### config.mk
export PLATFORM = sky130hd
export DESIGN_NAME = moving_mean_difference_filter_flat
export DESIGN_NICKNAME = d
export VERILOG_FILES = /design/src/rtl/core/mmdf_pkg.sv /design/src/rtl/core/mmdf_stream_if.sv /design/src/rtl/core/mmdf_ram.sv /design/src/rtl/core/mmdf_ctrl.sv /design/src/rtl/core/mmdf_datapath.sv /design/src/rtl/core/moving_mean_difference_filter.sv /design/src/flat_wrapper.sv
export SDC_FILE = /design/constraint.sdc
export NUM_CORES = 1
export LEC_CHECK = 0
export BUFFER_PORTS_ARGS = -buffer_cell sky130_fd_sc_hd__buf_2
export CAP_MARGIN = 20
export CORE_ASPECT_RATIO = 2
export CORE_MARGIN = 2
export CORE_UTILIZATION = 45
export CTS_CLUSTER_DIAMETER = 80
export DETAILED_ROUTE_END_ITERATION = 8
export GPL_TIMING_DRIVEN = 0
export PLACE_DENSITY = 0.62
export RECOVER_POWER = 25
export SLEW_MARGIN = 20
export SYNTH_ARGS = -nofsm -noshare
export SYNTH_HDL_FRONTEND = slang
export SYNTH_HIERARCHICAL = 1
export SYNTH_SLANG_ARGS = --single-unit
### constraint.sdc
create_clock -name clk_i -period 4.4 [get_ports clk_i]
set_input_delay 0.88 -clock clk_i [delete_from_list [all_inputs] [get_ports clk_i]]
set_output_delay 0.88 -clock clk_i [all_outputs]
set_load 0.01 [all_outputs]
### src/rtl/core/mmdf_pkg.sv
// Shared types and defaults for the moving mean difference filter.
`timescale 1ns / 1ps

package mmdf_pkg;

  localparam int WINDOW_LEN_DEF  = 16;
  localparam int SAMPLE_BITS_DEF = 20;

  // Controller states
  typedef enum logic [2:0] {
    ST_IDLE,
    ST_UPDATE,
    ST_PREP,
    ST_DIVIDE,
    ST_DONE
  } state_e;

  // Controller to datapath commands
  typedef struct packed {
    logic accept;    // latch sample, read oldest ring entry
    logic update;    // update sum, write ring, advance pointers
    logic prep;      // load divider with |sum| and the fill count
    logic div_step;  // one restoring division step
    logic out_load;  // form the difference into the output register
  } dp_cmd_t;

  // Datapath to controller status
  typedef struct packed {
    logic out_free;  // output register can take a new result this cycle
  } dp_status_t;

endpackage

### src/rtl/core/mmdf_stream_if.sv
// Valid/ready stream interfaces for sample requests and difference results.
`timescale 1ns / 1ps

interface mmdf_sample_if
  import mmdf_pkg::*;
#(
  parameter int SAMPLE_BITS = SAMPLE_BITS_DEF
) ();
  logic                          valid;
  logic                          ready;
  logic signed [SAMPLE_BITS-1:0] sample;

  modport source (output valid, output sample, input ready);
  modport sink   (input valid, input sample, output ready);
endinterface

interface mmdf_diff_if
  import mmdf_pkg::*;
#(
  parameter int SAMPLE_BITS = SAMPLE_BITS_DEF
) ();
  logic                        valid;
  logic                        ready;
  logic signed [SAMPLE_BITS:0] difference;

  modport source (output valid, output difference, input ready);
  modport sink   (input valid, input difference, output ready);
endinterface

### src/rtl/core/mmdf_ram.sv
// Generic simple dual-port RAM with registered read.
`timescale 1ns / 1ps

module mmdf_ram #(
  parameter int WIDTH = 8,
  parameter int DEPTH = 16
) (
  input  logic                     clk_i,
  input  logic                     we_i,
  input  logic [$clog2(DEPTH)-1:0] waddr_i,
  input  logic [WIDTH-1:0]         wdata_i,
  input  logic                     re_i,
  input  logic [$clog2(DEPTH)-1:0] raddr_i,
  output logic [WIDTH-1:0]         rdata_o
);

  logic [WIDTH-1:0] mem_q [DEPTH];
  logic [WIDTH-1:0] rdata_q;

  always_ff @(posedge clk_i) begin
    if (we_i) begin
      mem_q[waddr_i] <= wdata_i;
    end
    if (re_i) begin
      rdata_q <= mem_q[raddr_i];
    end
  end

  assign rdata_o = rdata_q;

endmodule

### src/rtl/core/mmdf_ctrl.sv
// Controller state machine: sequences update, divide and output load.
`timescale 1ns / 1ps

module mmdf_ctrl
  import mmdf_pkg::*;
#(
  parameter int SAMPLE_BITS = SAMPLE_BITS_DEF
) (
  input  logic       clk_i,
  input  logic       rst_ni,
  input  logic       in_valid_i,
  output logic       in_ready_o,
  output dp_cmd_t    cmd_o,
  input  dp_status_t status_i
);

  localparam int STEP_W = $clog2(SAMPLE_BITS);
  localparam logic [STEP_W-1:0] LAST_STEP = STEP_W'(SAMPLE_BITS - 1);

  state_e            state_q, state_d;
  logic [STEP_W-1:0] step_q, step_d;

  // State and step counter registers
  always_ff @(posedge clk_i or negedge rst_ni) begin
    if (!rst_ni) begin
      state_q <= ST_IDLE;
      step_q  <= '0;
    end else begin
      state_q <= state_d;
      step_q  <= step_d;
    end
  end

  // Next state and commands
  always_comb begin
    state_d    = state_q;
    step_d     = step_q;
    cmd_o      = '0;
    in_ready_o = 1'b0;
    unique case (state_q)
      ST_IDLE: begin
        in_ready_o = 1'b1;
        if (in_valid_i) begin
          cmd_o.accept = 1'b1;
          state_d      = ST_UPDATE;
        end
      end
      ST_UPDATE: begin
        cmd_o.update = 1'b1;
        state_d      = ST_PREP;
      end
      ST_PREP: begin
        cmd_o.prep = 1'b1;
        step_d     = '0;
        state_d    = ST_DIVIDE;
      end
      ST_DIVIDE: begin
        cmd_o.div_step = 1'b1;
        step_d         = step_q + 1'b1;
        if (step_q == LAST_STEP) begin
          state_d = ST_DONE;
        end
      end
      ST_DONE: begin
        // wait until the previous result has left the output register
        if (status_i.out_free) begin
          cmd_o.out_load = 1'b1;
          state_d        = ST_IDLE;
        end
      end
      default: begin
        state_d = ST_IDLE;
      end
    endcase
  end

  // Division runs exactly SAMPLE_BITS steps
  a_div_len: assert property (@(posedge clk_i) disable iff (!rst_ni)
    (state_q == ST_DIVIDE && step_q == LAST_STEP) |=> (state_q == ST_DONE))
    else $error("divider did not finish after the last step");

  a_prep_clears_step: assert property (@(posedge clk_i) disable iff (!rst_ni)
    (state_q == ST_PREP) |=> (state_q == ST_DIVIDE && step_q == '0))
    else $error("division did not start from step zero");

  a_single_request: assert property (@(posedge clk_i) disable iff (!rst_ni)
    cmd_o.accept |=> (!in_ready_o && state_q == ST_UPDATE))
    else $error("new request taken while one is in flight");

endmodule

### src/rtl/core/mmdf_datapath.sv
// Datapath: sample ring, running sum, serial divider and output register.
`timescale 1ns / 1ps

module mmdf_datapath
  import mmdf_pkg::*;
#(
  parameter int WINDOW_LEN  = WINDOW_LEN_DEF,
  parameter int SAMPLE_BITS = SAMPLE_BITS_DEF
) (
  input  logic                          clk_i,
  input  logic                          rst_ni,
  input  dp_cmd_t                       cmd_i,
  output dp_status_t                    status_o,
  input  logic signed [SAMPLE_BITS-1:0] sample_i,
  output logic signed [SAMPLE_BITS:0]   diff_o,
  output logic                          out_valid_o,
  input  logic                          out_ready_i
);

  localparam int PTR_W  = $clog2(WINDOW_LEN);
  localparam int CNT_W  = $clog2(WINDOW_LEN + 1);
  localparam int SUM_W  = SAMPLE_BITS + PTR_W + 1;
  localparam int MAG_W  = SUM_W - 1;
  localparam int DIFF_W = SAMPLE_BITS + 1;
  localparam int EXT_W  = SAMPLE_BITS + 2;
  localparam logic [PTR_W-1:0] LAST_POS = PTR_W'(WINDOW_LEN - 1);
  localparam logic [CNT_W-1:0] FULL_CNT = CNT_W'(WINDOW_LEN);

  logic signed [SAMPLE_BITS-1:0] sample_q;
  logic signed [SUM_W-1:0]       sum_q;
  logic [PTR_W-1:0]              wpos_q;
  logic [CNT_W-1:0]              fill_q;
  logic                          neg_q;
  logic [CNT_W-1:0]              div_q;
  logic [CNT_W-1:0]              rem_q;
  logic [SAMPLE_BITS-1:0]        qd_q;
  logic signed [DIFF_W-1:0]      diff_q;
  logic                          out_valid_q;

  logic                          full;
  logic [SAMPLE_BITS-1:0]        ram_rdata;
  logic [SAMPLE_BITS-1:0]        oldest;
  logic signed [SUM_W-1:0]       sum_next;
  logic [SUM_W-1:0]              mag;
  logic [CNT_W:0]                trial;
  logic                          ge;
  logic [CNT_W:0]                trial_sub;
  logic signed [EXT_W-1:0]       quot_ext;
  logic signed [EXT_W-1:0]       avg_ext;
  logic signed [EXT_W-1:0]       diff_ext;

  // Sample ring
  mmdf_ram #(
    .WIDTH (SAMPLE_BITS),
    .DEPTH (WINDOW_LEN)
  ) u_ring (
    .clk_i   (clk_i),
    .we_i    (cmd_i.update),
    .waddr_i (wpos_q),
    .wdata_i (sample_q),
    .re_i    (cmd_i.accept),
    .raddr_i (wpos_q),
    .rdata_o (ram_rdata)
  );

  // Until the ring is full the write pointer sits on never-written entries,
  // which count as zero.
  assign full   = (fill_q == FULL_CNT);
  assign oldest = full ? ram_rdata : '0;

  assign sum_next = sum_q
                  - {{(SUM_W-SAMPLE_BITS){oldest[SAMPLE_BITS-1]}}, oldest}
                  + {{(SUM_W-SAMPLE_BITS){sample_q[SAMPLE_BITS-1]}}, sample_q};

  // Magnitude of the sum for the unsigned divider
  assign mag = sum_q[SUM_W-1] ? SUM_W'(-sum_q) : SUM_W'(sum_q);

  // Restoring division step
  assign trial     = {rem_q, qd_q[SAMPLE_BITS-1]};
  assign ge        = (trial >= {1'b0, div_q});
  assign trial_sub = trial - {1'b0, div_q};

  // Signed average minus sample
  assign quot_ext = {2'b00, qd_q};
  assign avg_ext  = neg_q ? -quot_ext : quot_ext;
  assign diff_ext = avg_ext - {{2{sample_q[SAMPLE_BITS-1]}}, sample_q};

  // Window state
  always_ff @(posedge clk_i or negedge rst_ni) begin
    if (!rst_ni) begin
      sum_q  <= '0;
      wpos_q <= '0;
      fill_q <= '0;
    end else if (cmd_i.update) begin
      sum_q  <= sum_next;
      wpos_q <= (wpos_q == LAST_POS) ? '0 : wpos_q + 1'b1;
      if (!full) begin
        fill_q <= fill_q + 1'b1;
      end
    end
  end

  // Sample latch and divider
  always_ff @(posedge clk_i) begin
    if (cmd_i.accept) begin
      sample_q <= sample_i;
    end
    if (cmd_i.prep) begin
      neg_q <= sum_q[SUM_W-1];
      div_q <= fill_q;
      // upper magnitude bits are already below the divisor
      rem_q <= CNT_W'(mag[MAG_W-1:SAMPLE_BITS]);
      qd_q  <= mag[SAMPLE_BITS-1:0];
    end else if (cmd_i.div_step) begin
      rem_q <= ge ? trial_sub[CNT_W-1:0] : trial[CNT_W-1:0];
      qd_q  <= {qd_q[SAMPLE_BITS-2:0], ge};
    end
    if (cmd_i.out_load) begin
      diff_q <= diff_ext[DIFF_W-1:0];
    end
  end

  // Output register valid
  always_ff @(posedge clk_i or negedge rst_ni) begin
    if (!rst_ni) begin
      out_valid_q <= 1'b0;
    end else if (cmd_i.out_load) begin
      out_valid_q <= 1'b1;
    end else if (out_ready_i) begin
      out_valid_q <= 1'b0;
    end
  end

  assign status_o.out_free = !out_valid_q || out_ready_i;
  assign out_valid_o       = out_valid_q;
  assign diff_o            = diff_q;

  a_fill_range: assert property (@(posedge clk_i) disable iff (!rst_ni)
    fill_q <= FULL_CNT)
    else $error("fill count beyond window length");

  a_wpos_tracks_fill: assert property (@(posedge clk_i) disable iff (!rst_ni)
    (fill_q != FULL_CNT) |-> (CNT_W'(wpos_q) == fill_q))
    else $error("write pointer out of step with fill count");

  a_no_overwrite: assert property (@(posedge clk_i) disable iff (!rst_ni)
    cmd_i.out_load |-> (!out_valid_q || out_ready_i))
    else $error("pending result overwritten");

  a_rem_below_div: assert property (@(posedge clk_i) disable iff (!rst_ni)
    cmd_i.div_step |-> (rem_q < div_q))
    else $error("partial remainder not below divisor");

endmodule

### src/rtl/core/moving_mean_difference_filter.sv
// Requests are processed one at a time: a new one is taken only after the
// previous result is loaded into the output register. The bit-serial restoring
// divider produces one quotient bit per cycle.
// A finished result waits in the output register while the next request runs.
// Reset (async, active low) clears the sum, write pointer and fill count;
// ring entries not yet written read as zero, so no clearing pass is needed.
`timescale 1ns / 1ps

module moving_mean_difference_filter
  import mmdf_pkg::*;
#(
  parameter int WINDOW_LEN  = WINDOW_LEN_DEF,
  parameter int SAMPLE_BITS = SAMPLE_BITS_DEF
) (
  input  logic         clk_i,
  input  logic         rst_ni,
  mmdf_sample_if.sink  sample_i,
  mmdf_diff_if.source  diff_o
);

  dp_cmd_t    cmd;
  dp_status_t status;
  logic       in_ready;

  assign sample_i.ready = in_ready;

  mmdf_ctrl #(
    .SAMPLE_BITS (SAMPLE_BITS)
  ) u_ctrl (
    .clk_i      (clk_i),
    .rst_ni     (rst_ni),
    .in_valid_i (sample_i.valid),
    .in_ready_o (in_ready),
    .cmd_o      (cmd),
    .status_i   (status)
  );

  mmdf_datapath #(
    .WINDOW_LEN  (WINDOW_LEN),
    .SAMPLE_BITS (SAMPLE_BITS)
  ) u_datapath (
    .clk_i       (clk_i),
    .rst_ni      (rst_ni),
    .cmd_i       (cmd),
    .status_o    (status),
    .sample_i    (sample_i.sample),
    .diff_o      (diff_o.difference),
    .out_valid_o (diff_o.valid),
    .out_ready_i (diff_o.ready)
  );

endmodule
### src/flat_wrapper.sv
// flat-port wrapper written by rule: the top's interface ports become plain ports
module moving_mean_difference_filter_flat import mmdf_pkg::*;
#(
  parameter int WINDOW_LEN  = WINDOW_LEN_DEF,
  parameter int SAMPLE_BITS = SAMPLE_BITS_DEF
)
  (clk_i, rst_ni, sample_i_valid, sample_i_sample, sample_i_ready, diff_o_valid, diff_o_difference, diff_o_ready);
  mmdf_sample_if #(.SAMPLE_BITS(SAMPLE_BITS)) sample_i_i ();
  mmdf_diff_if #(.SAMPLE_BITS(SAMPLE_BITS)) diff_o_i ();
  input  logic clk_i;
  input  logic rst_ni;
  input wire logic [$bits(sample_i_i.valid)-1:0] sample_i_valid;
  input wire logic [$bits(sample_i_i.sample)-1:0] sample_i_sample;
  output wire logic [$bits(sample_i_i.ready)-1:0] sample_i_ready;
  output wire logic [$bits(diff_o_i.valid)-1:0] diff_o_valid;
  output wire logic [$bits(diff_o_i.difference)-1:0] diff_o_difference;
  input wire logic [$bits(diff_o_i.ready)-1:0] diff_o_ready;
  assign sample_i_i.valid = sample_i_valid;
  assign sample_i_i.sample = sample_i_sample;
  assign sample_i_ready = sample_i_i.ready;
  assign diff_o_valid = diff_o_i.valid;
  assign diff_o_difference = diff_o_i.difference;
  assign diff_o_i.ready = diff_o_ready;
  moving_mean_difference_filter #(.WINDOW_LEN(WINDOW_LEN), .SAMPLE_BITS(SAMPLE_BITS)) u_core (.clk_i(clk_i), .rst_ni(rst_ni), .sample_i(sample_i_i), .diff_o(diff_o_i));
endmodule
==> flow_metrics.env, run 1 <==
export IMPL_status="complete, but fails checks"
export IMPL_violations="capacitance limit, slew limit"
export IMPL_core_rowCount=112
export IMPL_clock_latency_ps=590
export IMPL_cts_sinks=455
export IMPL_holdWs_ps=469.5
export IMPL_worst_path_max_fanout=10
export IMPL_numCtsBuffers=42
export IMPL_netlist_area_leader_share_pct=58.04
export IMPL_drive_above_1_share_pct=16.41
export IMPL_drt_total_wl_um=48170
export IMPL_drc_errors=0
export IMPL_dr_total_vias=12200
export IMPL_wl_per_cell_um=21.90
export IMPL_worst_slew_pin_slew_ps=2550
export IMPL_ys_ff_latch=455
export IMPL_syn_inst=1428
export IMPL_p_leak_nw=8.530
export IMPL_setup_violations_final=0
export IMPL_crit_arrival_ps=4620
export IMPL_clockRootBuffer="clkbuf_16"
export IMPL_routed_via_density=5.550
export IMPL_io_buffers=46
export IMPL_utilization_pct=51.83
export IMPL_cp_required_ps=4840
export IMPL_ys_warn_count=6
export IMPL_core_um2=46660
export IMPL_ys_top_cells_by_area="edfxtp_1, mux4_2, dfrtp_1"
export IMPL_irDropWorstVdd_mv=0.3861
export IMPL_synth_edf_count=411
export IMPL_critPathLaunchType="flop"
export IMPL_cts_tree="yes"
export IMPL_grt_max_degree=44
export IMPL_synth_nets=1535
export IMPL_cts_buffer_depth=3
export IMPL_crit_family="simple AND/OR/NAND/NOR gates"
export IMPL_synthTopCellsByCount="edfxtp_1, inv_1, nand2_1"
export IMPL_gp_congestion=0.8806
export IMPL_start_util_pct=45.57
export IMPL_yosysSeqAreaShare_pct=63.20
export IMPL_end_kind="flop"
export IMPL_drt_pass1_iterations=6
export IMPL_synth_area_leader_cell="edfxtp_1"
export IMPL_path_class="flop to flop"
export IMPL_yosys_most_used_dff="edfxtp_1"
export IMPL_pin_count=47
export IMPL_fin_nets=1646
export IMPL_fp_dieH_um=311.4
export IMPL_rsz0062_at_grt="yes"
export IMPL_timing_fmax_ghz=0.2394
export IMPL_antenna_left=0
export IMPL_grt_ovfl_total=0
export IMPL_power_density_nw_per_um2=634.5
export IMPL_slew_viol_final=44
export IMPL_grt_first_pass_wirelength_um=73800
export IMPL_n_antenna_cell=0
export IMPL_post_dp_hpwl_um=35640
export IMPL_ff_latch_area_um2=13440
export IMPL_nFillCells=3888
export IMPL_crit_chain="inv_1, ha_1, nand2_1, nor3_4, clkbuf_4, and2_1, fa_1, inv_1, ha_1, a21oi_1, nand4b_1, a21oi_2, o21ai_2, a2111oi_1, nor3_1, or3b_2"
export IMPL_syn_area_per_cell_um2=14.89
export IMPL_htreeDepth=2
export IMPL_clkTransAtPathRegs_ps=60
export IMPL_cpPeakStageDelay_ps=540
export IMPL_slew_headroom_pct=-70.03
export IMPL_drv_cap=1
export IMPL_antenna_found_initial=0
export IMPL_grt_pass1_vias=13040
export IMPL_synth_most_common_cell="edfxtp_1"
export IMPL_finalHoldViolations=0
export IMPL_drtIter0Drc=624
export IMPL_crit_slowest_cell="a2111oi_1"
export IMPL_area_growth_pct=13.75
export IMPL_dieArea_um2=49110
export IMPL_grtUsageTotal_pct=20.22
export IMPL_hold_buffers=0
export IMPL_multi_input_area_um2=7267
export IMPL_hold_class="input pin to flop"
export IMPL_fin_crit_ps=4178
export IMPL_ys_types=75
export IMPL_finalCritPeriodShare_pct=94.95
export IMPL_clock_skew_ps=33.63
export IMPL_die_w_um=157.7
export IMPL_synthArstFlopShare_pct=9.451
export IMPL_syn_area_um2=21260
export IMPL_crit_buf_inv=3
## cell type report
type | count | share of cell area, %
Tap cell | 627 | 3.244
Inverter | 117 | 1.816
Clock buffer | 50 | 4.470
Sequential cell | 455 | 55.56
Timing Repair Buffer | 67 | 2.426
Buffer | 55 | 1.221
Clock inverter | 27 | 1.216
Multi-Input combinational cell | 801 | 30.05
## layer usage
layer | wire [um] | global-route usage [%] | vias up
met4 | 2456 | 9.835 | 0
met1 | 15810 | 19.84 | 6145
li1 | - | - | 5636
met2 | 28260 | 40.23 | 302
met3 | 1646 | 2.350 | 121
met5 | 0 | 0 | -
## where the power goes
group	leakage, nW	switching [W]	internal, W
Sequential	4.26	0.000370	0.00528
Combinational	3.60	0.00339	0.00262
Clock	0.671	0.00161	0.00207
Total	8.53	0.00538	0.00997
## worst paths after layout
kind	to	slack (ps)	startpoint	cells past startpoint
worst max-delay path	u_core/u_datapath/sum_q[23]	220	u_core/u_datapath/fill_q[0]	16
worst max register to register	u_core/u_datapath/sum_q[23]	220	u_core/u_datapath/fill_q[0]	16
max in group asynchronous	u_core/u_datapath/wpos_q[2]	1840	rst_ni	1
min in group asynchronous	u_core/u_ctrl/step_q[4]	1110	rst_ni	1
worst min register to register	u_core/u_datapath/rem_q[4]	480	u_core/u_datapath/rem_q[4]	2
worst min-delay path	u_core/u_datapath/sample_q[6]	470	sample_i_sample[6]	1
## cell families after synthesis
logic type | synth area share (%)
compound gates | 7.791
xor+xnor | 3.254
fa+ha+maj | 5.802
buf+inv | 3.413
flops | 63.20
mux | 9.680
simple gates | 6.861
## metrics by stage
stage	instance area, um^2	total power [W]	instances	setup slack (ps)	TNS [ps]
6_report	24190	0.01535	2199	222.4	0
5_1_grt	24190	0.01628	2199	-15.58	-15.58
4_1_cts	24140	0.01546	2197	0.4192	0
3_5_place_dp	22730	0.01170	2120	-660.1	-4187
3_3_place_gp	22280	0.01152	2101	-616.7	-20230
2_1_floorplan	21260	0.01018	1428	674.0	0
## flip-flops by register name (all words and copies together) (netlist names)
name	count
u_core/u_datapath/rem_q	5
u_core/u_datapath/div_q	5
u_core/u_datapath/sample_q	20
u_core/u_ctrl/state_q	3
u_core/u_datapath/out_valid_o	1
u_core/u_datapath/wpos_q	4
u_core/u_datapath/neg_q	1
u_core/u_datapath/sum_q	25
u_core/u_datapath/fill_q	5
u_core/u_datapath/qd_q	20
u_core/u_ctrl/step_q	5
u_core/u_datapath/u_ring/mem_q	320
u_core/u_datapath/diff_o	21
u_core/u_datapath/u_ring/rdata_o	20
## cells in the final DEF (no fill, tap or decap), types with 9 or more instances in the layout
| master | count |
|---|---|
| xnor2_1 | 70 |
| buf_2 | 46 |
| a21o_1 | 19 |
| a21oi_1 | 61 |
| xor2_1 | 9 |
| buf_4 | 16 |
| nand4_1 | 11 |
| mux2i_1 | 14 |
| and2_1 | 22 |
| clkbuf_16 | 42 |
| nor3_1 | 14 |
| nor2_1 | 50 |
| dfrtp_1 | 43 |
| nor2_4 | 12 |
| nand3_1 | 15 |
| nand2b_1 | 15 |
| ha_1 | 57 |
| o21ai_0 | 49 |
| buf_16 | 10 |
| clkbuf_1 | 44 |
| edfxtp_1 | 411 |
| clkinv_1 | 10 |
| mux4_1 | 16 |
| nor2b_1 | 15 |
| nand2_1 | 84 |
| mux4_2 | 64 |
| o31ai_1 | 15 |
| inv_1 | 116 |
| fa_1 | 26 |
| a22oi_1 | 40 |
## repair_timing
item / CTS / global route
gates cloned: 0 / 0
resized for setup: 9 / 13
setup endpoints to repair: 14 / 8
buffers inserted: 0 / 2
## worst reg2reg max path, stage by stage, from the launching register on
cell,delay [ps]
dfrtp_1,440
inv_1,70
ha_1,200
nand2_1,110
nor3_4,60
clkbuf_4,210
and2_1,200
fa_1,530
inv_1,60
ha_1,270
a21oi_1,80
nand4b_1,270
a21oi_2,290
o21ai_2,160
a2111oi_1,540
nor3_1,120
or3b_2,460
Note: power is estimated with default switching activity, not from simulation.
==> inputs of run 2 (changes only) <==
--- a/config.mk
+++ b/config.mk
@@ -15,6 +15,7 @@
 export GPL_TIMING_DRIVEN = 0
 export PLACE_DENSITY = 0.62
 export RECOVER_POWER = 25
+export REMOVE_ABC_BUFFERS = 1
 export SLEW_MARGIN = 20
 export SYNTH_ARGS = -nofsm -noshare
 export SYNTH_HDL_FRONTEND = slang
==> flow_metrics.env, run 2 (synthesis results as in run 1) <==
export IMPL_core_um2=46660
export IMPL_seqPwrFrac_pct=38.4
export IMPL_nFillCells=3836
export IMPL_drtIter0Drc=690
export IMPL_fin_cells=2158
export IMPL_critPathLaunchType="flop"
export IMPL_post_dp_hpwl_um=34820
export IMPL_clock_latency_ps=550
export IMPL_swShare_pct=35.05
export IMPL_core_rowCount=112
export IMPL_cts_sinks=455
export IMPL_io_buffers=46
export IMPL_crit_arrival_ps=4750
export IMPL_drc_errors=0
export IMPL_cts_buffer_depth=3
export IMPL_die_w_um=157.7
export IMPL_routed_via_density=5.655
export IMPL_numCtsBuffers=41
export IMPL_violations="capacitance limit, slew limit"
export IMPL_n_antenna_cell=0
export IMPL_place_inst=2083
export IMPL_slew_headroom_pct=-70.99
export IMPL_worst_path_max_fanout=12
export IMPL_fin_nets=1607
export IMPL_irDropWorstVdd_mv=0.3349
export IMPL_drt_total_wl_um=49240
export IMPL_timing_fmax_ghz=0.2314
export IMPL_end_kind="flop"
export IMPL_grt_first_pass_wirelength_um=75030
export IMPL_hold_buffers=0
export IMPL_pin_count=47
export IMPL_clockRootBuffer="clkbuf_16"
export IMPL_antenna_found_initial=1
export IMPL_ff_latch_area_um2=13450
export IMPL_path_class="flop to flop"
export IMPL_finalCritPeriodShare_pct=98.23
export IMPL_multi_input_area_um2=7272
export IMPL_htreeDepth=2
export IMPL_clock_skew_ps=18.85
export IMPL_grtUsageTotal_pct=20.57
export IMPL_drive_above_1_share_pct=17.18
export IMPL_cp_required_ps=4830
export IMPL_worst_slew_pin_slew_ps=2565
export IMPL_grt_max_degree=44
export IMPL_status="complete, but fails checks"
export IMPL_final_cell_mix="edfxtp_1, inv_1, nand2_1"
export IMPL_start_util_pct=45.57
export IMPL_p_leak_nw=8.500
export IMPL_fp_dieH_um=311.4
export IMPL_grt_ovfl_total=0
export IMPL_p_total_w=0.01510
export IMPL_dieArea_um2=49110
export IMPL_cts_tree="yes"
export IMPL_antenna_left=0
export IMPL_drt_pass1_iterations=5
export IMPL_finalHoldViolations=0
export IMPL_slew_viol_final=44
export IMPL_p_int_w=0.009810
export IMPL_wl_per_cell_um=22.82
export IMPL_hold_class="flop to flop"
export IMPL_area_growth_pct=13.56
export IMPL_largest_register="u_core/u_datapath/u_ring/mem_q"
export IMPL_layout_commonest_cell="edfxtp_1"
export IMPL_drv_cap=1
export IMPL_fin_crit_ps=4322
export IMPL_netSwitchingPower_w=0.005294
export IMPL_power_frac_comb_pct=38.4
export IMPL_largest_register_ffs=320
export IMPL_setup_violations_final=0
export IMPL_clkTransAtPathRegs_ps=70
export IMPL_clkPwrFrac_pct=23.2
export IMPL_power_density_nw_per_um2=625.6
export IMPL_dr_total_vias=12200
export IMPL_grt_pass1_vias=13070
export IMPL_gp_congestion=0.9216
==> run 2: changes by cell type in the layout (fill, tap and decap cells not counted), sizes merged <==
| cell | before | now |
|---|---|---|
| clkinvlp | 1 | 4 |
| clkbuf | 89 | 51 |
| clkinv | 19 | 13 |
| inv | 119 | 123 |
| bufinv | 5 | 2 |
| buf | 83 | 82 |
==> run 2: power groups by stage <==
stage / Sequential (W) / Combinational (W) / Clock (W)
2_1_floorplan: 0.00588 / 0.00426 / 0
3_3_place_gp: 0.00613 / 0.00538 / 0
3_5_place_dp: 0.00589 / 0.00578 / 0
4_1_cts: 0.00580 / 0.00580 / 0.00362
5_1_grt: 0.00587 / 0.00640 / 0.00376
6_report: 0.00580 / 0.00579 / 0.00351
==> run 2: what timing repair did <==
item / 4_1_cts / 5_1_grt
gates resized for setup: 3 / 3
setup buffers: 0 / 1
setup endpoints to repair: 5 / 6
pin swaps: 0 / 1
cloned: 0 / 0
==> run 2: routing by layer <==
layer	wire (um)	track usage [%]	vias to the layer above
li1	-	-	5557
met1	16650	21.35	6190
met2	28020	39.48	318
met3	1887	2.406	136
met4	2667	10.41	2
met5	13	0	-
==> run 2: path summary, 6_finish.rpt <==
check	slack [ps]	cells past startpoint	endpoint	from
hold / removal	480	2	u_core/u_datapath/rem_q[4]	u_core/u_datapath/rem_q[4]
setup / recovery	80	15	u_core/u_datapath/sum_q[20]	u_core/u_datapath/fill_q[0]
max in group asynchronous	1460	1	u_core/u_datapath/wpos_q[0]	rst_ni
setup reg to reg	80	15	u_core/u_datapath/sum_q[20]	u_core/u_datapath/fill_q[0]
min in group asynchronous	1120	1	u_core/u_ctrl/step_q[0]	rst_ni
hold reg to reg	480	2	u_core/u_datapath/rem_q[4]	u_core/u_datapath/rem_q[4]
==> run 2: per-stage QoR <==
| step | hold WS (ps) | setup slack [ps] | area [um^2] | utilization, % | setup TNS, ps |
|---|---|---|---|---|---|
| CTS | 472.8 | 60.15 | 24120 | 51.69 | 0 |
| global route | 484.8 | -9.000 | 24150 | 51.74 | -10.15 |
| finish | 476.2 | 78.07 | 24150 | 51.74 | 0 |
| floorplan | 450.3 | -529.4 | 20980 | - | -123110 |
| global placement | 460.2 | -5259 | 21990 | 47.13 | -1107200 |
| detailed placement | 465.9 | -421.4 | 22820 | 48.90 | -649.3 |
==> run 2: area by class of cell <==
class / instances / share of cell area [%]
Multi-Input combinational cell: 801 / 30.12
Inverter: 117 / 1.819
Timing Repair Buffer: 84 / 3.783
Sequential cell: 455 / 55.68
Tap cell: 627 / 3.249
Clock buffer: 49 / 4.456
Clock inverter: 25 / 0.8913
==> run 2: critical path, stage by stage (launching register included) <==
cell	delay [ps]
dfrtp_1	430
inv_1	70
ha_1	200
nand2_1	110
nor3_4	60
buf_12	150
and2_1	160
fa_1	470
inv_1	40
ha_1	350
nor2b_1	190
o2111ai_1	510
a211oi_1	260
or3_1	510
o2111a_1	330
o311ai_0	350
